`config.mk`:
```
export PLATFORM = sky130hd
export DESIGN_NAME = uart_rx_fifo_with_block_mode_unit
export DESIGN_NICKNAME = d
export VERILOG_FILES = /design/src/hdl/uartrx_pkg.sv /design/src/hdl/uart_rx_fifo_with_block_mode_unit.sv
export SDC_FILE = /design/constraint.sdc
export NUM_CORES = 1
export LEC_CHECK = 0
export BUFFER_PORTS_ARGS = -buffer_cell sky130_fd_sc_hd__buf_2
export CAP_MARGIN = 30
export CORE_UTILIZATION = 58
export CTS_CLUSTER_SIZE = 14
export DETAILED_ROUTE_END_ITERATION = 10
export PLACE_DENSITY = 0.76
export SYNTH_ARGS = -nofsm -noshare
export SYNTH_HDL_FRONTEND = slang
export SYNTH_SLANG_ARGS = --single-unit
```
`constraint.sdc`:
```
create_clock -name clk -period 10 [get_ports clk]
set_input_delay 0 -clock clk [delete_from_list [all_inputs] [get_ports clk]]
set_output_delay 0 -clock clk [all_outputs]
set_load 0.1 [all_outputs]
```
`src/hdl/uartrx_pkg.sv`:
```
package uartrx_pkg;

  // Default number of bytes held by the receive FIFO.
  localparam int BUF_DEPTH_DEF = 32;

  // Field widths of the input and result items.
  localparam int ACTION_W = 3;
  localparam int BYTE_W   = 8;
  localparam int COUNT_W  = 16;
  localparam int KIND_W   = 2;
  localparam int POS_W    = 16;

  // Input action codes.
  localparam logic [ACTION_W-1:0] ACT_RX_BYTE   = 3'd0;
  localparam logic [ACTION_W-1:0] ACT_POP_ONE   = 3'd1;
  localparam logic [ACTION_W-1:0] ACT_POP_COUNT = 3'd2;
  localparam logic [ACTION_W-1:0] ACT_BLK_START = 3'd3;
  localparam logic [ACTION_W-1:0] ACT_BLK_QUERY = 3'd4;
  localparam logic [ACTION_W-1:0] ACT_BLK_CANCEL = 3'd5;

  // Result kinds.
  localparam logic [KIND_W-1:0] KIND_BLK_WRITE = 2'd0;
  localparam logic [KIND_W-1:0] KIND_POP_BYTE  = 2'd1;
  localparam logic [KIND_W-1:0] KIND_STATUS    = 2'd2;

endpackage

```
`src/hdl/uart_rx_fifo_with_block_mode_unit.sv`:
```
// UART receive buffer with a block-receive mode.
// Input channel (in_valid / in_stall) carries action, rx_byte and count; the
// output channel (out_valid / out_stall) carries result_kind, data, position,
// ok and last. A transfer happens on a rising edge with valid high, stall low.
// Received bytes are stored in a BUF_DEPTH-entry synchronous RAM; in block
// mode they are forwarded instead as block writes at a running position.
// An item accepted at a rising edge shows its first result in the next
// cycle from the output register. A byte stored in normal mode gives no
// result. A multi-pop of n bytes emits one byte per cycle while the
// receiver does not stall the output, because the RAM read of the next
// head entry is issued while the current byte is loaded; the input stays
// stalled until the last byte is in the output register. The input is also
// stalled while the output register holds a result not yet taken.
// Reset (rst, synchronous) empties the FIFO, leaves block mode and clears
// position and size; RAM contents are not cleared. When the receiver
// asserts out_stall, the result and everything behind it simply wait.
module uart_rx_fifo_with_block_mode_unit #(
  parameter int BUF_DEPTH = uartrx_pkg::BUF_DEPTH_DEF
) (
  input  logic                              clk,
  input  logic                              rst,
  input  logic                              in_valid,
  output logic                              in_stall,
  input  logic [uartrx_pkg::ACTION_W-1:0]   action,
  input  logic [uartrx_pkg::BYTE_W-1:0]     rx_byte,
  input  logic [uartrx_pkg::COUNT_W-1:0]    count,
  output logic                              out_valid,
  input  logic                              out_stall,
  output logic [uartrx_pkg::KIND_W-1:0]     result_kind,
  output logic [uartrx_pkg::BYTE_W-1:0]     data,
  output logic [uartrx_pkg::POS_W-1:0]      position,
  output logic                              ok,
  output logic                              last
);
  import uartrx_pkg::*;

  localparam int PTR_W  = (BUF_DEPTH > 1) ? $clog2(BUF_DEPTH) : 1;
  localparam int FILL_W = $clog2(BUF_DEPTH + 1);
  localparam logic [PTR_W-1:0]  PTR_LAST  = PTR_W'(BUF_DEPTH - 1);
  localparam logic [FILL_W-1:0] FILL_FULL = FILL_W'(BUF_DEPTH);

  // Controller states.
  localparam logic S_IDLE = 1'b0;
  localparam logic S_POP  = 1'b1;

  logic              state, state_next;
  logic [PTR_W-1:0]  head, head_next;
  logic [PTR_W-1:0]  tail, tail_next;
  logic [FILL_W-1:0] fill, fill_next;
  logic [FILL_W-1:0] remaining, remaining_next;
  logic              block_active, block_active_next;
  logic [POS_W-1:0]  block_position, block_position_next;
  logic [POS_W-1:0]  block_size, block_size_next;

  logic [BYTE_W-1:0] mem [BUF_DEPTH];
  logic [BYTE_W-1:0] rd_data;

  logic              in_xfer;
  logic              out_free;
  logic              out_load;
  logic              wr_en;
  logic              pop_en;
  logic [POS_W-1:0]  pos_inc;
  logic [KIND_W-1:0] kind_d;
  logic [BYTE_W-1:0] data_d;
  logic [POS_W-1:0]  position_d;
  logic              ok_d;
  logic              last_d;

  // The output register is free when empty or being taken this cycle.
  assign out_free = !out_valid || !out_stall;
  assign in_stall = (state != S_IDLE) || !out_free;
  assign in_xfer  = in_valid && !in_stall;
  assign pos_inc  = block_position + POS_W'(1);

  // Decode the accepted item or the next byte of a multi-pop.
  always_comb begin
    state_next          = state;
    head_next           = head;
    tail_next           = tail;
    fill_next           = fill;
    remaining_next      = remaining;
    block_active_next   = block_active;
    block_position_next = block_position;
    block_size_next     = block_size;
    wr_en      = 1'b0;
    pop_en     = 1'b0;
    out_load   = 1'b0;
    kind_d     = KIND_STATUS;
    data_d     = '0;
    position_d = '0;
    ok_d       = 1'b0;
    last_d     = 1'b1;

    case (state)
      S_IDLE: begin
        if (in_xfer) begin
          case (action)
            ACT_RX_BYTE: begin
              if (block_active) begin
                out_load            = 1'b1;
                kind_d              = KIND_BLK_WRITE;
                data_d              = rx_byte;
                position_d          = block_position;
                block_position_next = pos_inc;
                if (pos_inc >= block_size) begin
                  block_active_next = 1'b0;
                end
              end else if (fill != FILL_FULL) begin
                wr_en = 1'b1;
              end
            end
            ACT_POP_ONE: begin
              out_load = 1'b1;
              kind_d   = KIND_POP_BYTE;
              if (fill != '0) begin
                pop_en = 1'b1;
                data_d = rd_data;
                ok_d   = 1'b1;
              end
            end
            ACT_POP_COUNT: begin
              out_load = 1'b1;
              if (count == '0) begin
                ok_d = 1'b1;
              end else if (COUNT_W'(fill) >= count) begin
                // Enough bytes held: emit the first one now, the rest in S_POP.
                pop_en         = 1'b1;
                kind_d         = KIND_POP_BYTE;
                data_d         = rd_data;
                ok_d           = 1'b1;
                last_d         = (count == COUNT_W'(1));
                remaining_next = FILL_W'(count) - FILL_W'(1);
                if (count != COUNT_W'(1)) begin
                  state_next = S_POP;
                end
              end
            end
            ACT_BLK_START: begin
              out_load            = 1'b1;
              block_active_next   = 1'b1;
              block_position_next = '0;
              block_size_next     = count;
            end
            ACT_BLK_QUERY: begin
              out_load   = 1'b1;
              position_d = block_position;
            end
            ACT_BLK_CANCEL: begin
              out_load            = 1'b1;
              block_active_next   = 1'b0;
              block_position_next = '0;
              block_size_next     = '0;
            end
            default: begin
            end
          endcase
        end
      end
      S_POP: begin
        if (out_free) begin
          out_load       = 1'b1;
          pop_en         = 1'b1;
          kind_d         = KIND_POP_BYTE;
          data_d         = rd_data;
          ok_d           = 1'b1;
          last_d         = (remaining == FILL_W'(1));
          remaining_next = remaining - FILL_W'(1);
          if (remaining == FILL_W'(1)) begin
            state_next = S_IDLE;
          end
        end
      end
      default: begin
        state_next = S_IDLE;
      end
    endcase

    // Pointer and fill bookkeeping.
    if (pop_en) begin
      head_next = (head == PTR_LAST) ? '0 : head + PTR_W'(1);
    end
    if (wr_en) begin
      tail_next = (tail == PTR_LAST) ? '0 : tail + PTR_W'(1);
    end
    if (wr_en && !pop_en) begin
      fill_next = fill + FILL_W'(1);
    end else if (pop_en && !wr_en) begin
      fill_next = fill - FILL_W'(1);
    end
  end

  // Byte store. The read always targets the next head entry, so rd_data holds
  // the head byte. A write to that entry (only when empty) is forwarded.
  always_ff @(posedge clk) begin
    if (wr_en) begin
      mem[tail] <= rx_byte;
    end
    if (wr_en && (tail == head_next)) begin
      rd_data <= rx_byte;
    end else begin
      rd_data <= mem[head_next];
    end
  end

  // Control registers.
  always_ff @(posedge clk) begin
    if (rst) begin
      state          <= S_IDLE;
      head           <= '0;
      tail           <= '0;
      fill           <= '0;
      remaining      <= '0;
      block_active   <= 1'b0;
      block_position <= '0;
      block_size     <= '0;
      out_valid      <= 1'b0;
    end else begin
      state          <= state_next;
      head           <= head_next;
      tail           <= tail_next;
      fill           <= fill_next;
      remaining      <= remaining_next;
      block_active   <= block_active_next;
      block_position <= block_position_next;
      block_size     <= block_size_next;
      if (out_load) begin
        out_valid <= 1'b1;
      end else if (!out_stall) begin
        out_valid <= 1'b0;
      end
    end
  end

  // Output payload register.
  always_ff @(posedge clk) begin
    if (out_load) begin
      result_kind <= kind_d;
      data        <= data_d;
      position    <= position_d;
      ok          <= ok_d;
      last        <= last_d;
    end
  end

  // The fill count never passes the FIFO depth.
  assert property (@(posedge clk) disable iff (rst) fill <= FILL_FULL)
    else $error("FIFO fill count exceeds depth");

  // A multi-pop in progress always has bytes left and enough bytes held.
  assert property (@(posedge clk) disable iff (rst)
    (state == S_POP) |-> ((remaining != '0) && (fill >= remaining)))
    else $error("multi-pop remaining count out of range");

  // A result without the last mark is only ever followed by more pop bytes.
  assert property (@(posedge clk) disable iff (rst)
    (out_valid && !last) |-> (state == S_POP))
    else $error("non-final result outside a multi-pop");

  // A new item is never taken while a multi-pop is still emitting.
  assert property (@(posedge clk) disable iff (rst)
    (state == S_POP) |-> in_stall)
    else $error("input accepted during multi-pop");

endmodule
```
==> results.yml <==
timing:
  fin_skew_ns: 0.02659
  fin_crit_sh_pct: 37.99
  finalHoldViolations: 0
  tightest_slew_ns: 1.017
  max_freq_mhz: 263.2
  slew_viol_final: 0
  setup_viol: 0
  slew_headroom_pct: 32.04
  finalSetupTns_ns: 0
  rsz0062_at_grt: "no"
  fin_hold_ws_ns: 0.01159
  min_period_ns: 3.799
clocking:
  clock_path_buffers: 3
  cts_max_level: 2
  cts.sink_count: 346
  clk_latency_ns: 0.53
  tritoncts: "done"
  cts-buffers-inserted: 36
  clk_pin_slew_ns: 0.06
  root_buffer: "clkbuf_16"
  cts_setup_buffers: 0
  cts-resized-gates: 0
worst_hold_path:
  min_to: "mem[11][5]"
  hold_path.startpoint: "rx_byte[5]"
  hold_path_depth: 1
  holdCritPathClass: "input port to flip-flop"
synthesis:
  yosys.area.top_type: "edfxtp_1"
  synthTopCellsByArea: "edfxtp_1 57%, mux4_2 9.7%, dfxtp_1 8.3%, ha_1 3.3%, nor2_1 2.2%"
  synth_top_area_share_pct: 57.25
  yosysMostFrequentCell: "edfxtp_1"
  syn_inst: 998
  seq_area_frac_synth_pct: 65.58
  synth.top_cells.by_count: "284 x edfxtp_1, 88 x nor2_1, 64 x mux4_2, 62 x dfxtp_1, 49 x a21oi_1"
  synth-edff-count: 284
  syn-num-nets: 1069
  synthDistinctLibCells: 67
  ys.flop_type: "edfxtp_1"
  postSynth.asyncResetShare_pct: 0
  synth.avg_cell_area_sq_um: 14.93
  synth-seq-cells: 346
  ys.warnings.count: 0
  syn_area_sq_um: 14900
placed_design:
  globalplace.congestion: 0.8672
  place_hpwl_um: 19330
  io_buffers: 60
die:
  core_area_sq_um: 25180
  die_area_sq_um: 26330
  fp.dieH_um: 162.3
  dieWidth_um: 162.3
  row_count: 58
  start_util_pct: 59.16
  ios: 61
critical_path:
  required_ns: 10.38
  crit_arrival_ns: 4.18
  crit_chain: "inv_1 -> ha_1 -> or3b_1 -> o2111ai_1 -> a31o_2 -> o221a_4 -> ha_1 -> inv_1 -> ha_1 -> a21o_1 -> a21oi_1 -> nand4b_1 -> nand4_1 -> xnor2_1 -> nor2_1"
  critPathKind: "flip-flop to flip-flop"
  cp_top_family: "compound AO/OA/AOI/OAI gates"
  ff2ff_path_depth: 15
  endpoint_kind: "flip-flop"
  max_stage_delay_ns: 0.52
  worst_path_most_repeated_cell: "ha_1"
  slowest_stage: "dfxtp_1"
  cp_max_fo: 14
  r2r_end: "fill[5]"
  rrSetupSlack_ns: 6.20
  timing.rr.start: "fill[0]"
  cp-start-kind: "flip-flop"
  crit_buf_inv: 2
run_status:
  status: "complete, no violations"
final_layout:
  diodes: 0
  area_growth_pct: 12.88
  nFillCells: 1655
  multi_input_comb_area_sq_um: 4788
  final_nets: 1146
  layout-drive-gt1-share_pct: 18.35
  regArea_sq_um: 9773
power:
  p_per_area_nw_per_um2: 181.5
  p_leak_nw: 5.689
  peakVddDrop_mv: 0.1760
drt:
  final_antenna_net_count: 0
  dr.pass1.iters: 5
  drc_errors: 0
  first_iter_violations: 803
  routed_via_density: 6.215
  finalWirelength_um: 31590
  routedWlPerCell_um: 22.08
  vias: 8893
grt:
  grt_start_max_net_pins: 57
  grt_pass1_wl_um: 48710
  grt_use_total_pct: 24.64
  antenna_found_initial: 0
  grt_pass1_vias: 8761
  gr-total-overflow: 0
job:
  cap_violations: 0
per-layer routing:
metal  part of all wire (%)  global-route usage, %  vias up  wire, um
li1                       -                      -     4030         -
met1                     43                  34.71     4462     13480
met2                     48                  39.53      346     15220
met3                    7.0                  4.367       55      2198
met4                    2.2                  7.247        0       686
met5                      0                      0        -         0
what timing repair did:
item	in CTS	in global routing
hold buffers	19	0
endpoints found under the setup margin	0	0
endpoints found under the hold margin	20	0
power by group:
part	switching, mW	internal [mW]	leakage, nW
registers	0.00719	1.57	3.06
clock network	0.543	0.759	0.559
logic	0.127	0.0462	2.07
total	0.677	2.37	5.69
cell usage in the layout, fill, tap and decap left out, types with 6 or more instances in the layout:
cell type / instances
edfxtp_1: 284
nor2_1: 88
mux4_2: 64
buf_2: 60
dfxtp_1: 59
a21oi_1: 49
nand2_1: 45
ha_1: 39
clkbuf_16: 38
nand3_1: 35
inv_1: 33
and2_1: 23
o21ai_0: 21
a22oi_1: 21
dlygate4sd3_1: 19
a21o_1: 18
xor2_1: 15
mux2i_1: 14
a31oi_1: 13
xnor2_1: 11
and3_1: 10
nand4_1: 10
nor3_1: 9
clkbuf_1: 9
nor3b_1: 8
a221oi_1: 8
clkinv_1: 7
buf_4: 7
nand3b_1: 6
worst max-delay path by stage:
stage | depth (start not counted) | slack [ns] | start | to
after detailed placement | 15 | 6.26 | fill[0] | fill[5]
after global placement | 15 | 6.38 | fill[0] | fill[5]
after floorplan | 17 | 6.55 | fill[0] | fill[4]
final | 15 | 6.20 | fill[0] | fill[5]
after CTS | 15 | 6.23 | fill[0] | fill[5]
after global routing | 15 | 5.99 | fill[0] | fill[5]
flip-flops by register name, summed over array words and instances, names as in the netlist, named ones only:
name            count
block_position     16
block_active        1
head                5
position           16
out_valid           1
mem               256
ok                  1
data                8
result_kind         2
remaining           6
tail                5
block_size         16
fill                6
state               1
last                1
layout make-up:
type,instances,share of cell area [%]
clock buffer,48,5.938
clock inverter,16,0.9525
inverter,33,0.7367
multi-input combinational,571,28.48
sequential,346,58.12
tap,330,2.456
timing repair buffer,87,3.319
stage by stage:
step,utilization (%),cell area (sq um),setup WS (ns),power [mW],std cells
finish,66.77,16810,6.201,3.051,1431
global route,66.77,16810,5.985,3.127,1431
CTS,66.77,16810,6.230,3.060,1431
detailed placement,61.42,15470,6.265,1.773,1348
global placement,61.33,15440,6.381,1.769,1346
floorplan,-,14900,6.551,1.722,998
logic make-up (layout without fill, tap and decap cells):
group | after synthesis | count (layout) | share of synthesized area [%]
xor+xnor | 26 | 26 | 1.529
flops | 346 | 346 | 65.58
mux | 81 | 81 | 10.87
simple gates | 267 | 267 | 9.189
buf+inv | 81 | 184 | 2.318
fa+ha+maj | 40 | 40 | 3.410
compound gates | 157 | 157 | 7.106
(Power assumes the default switching activity.)
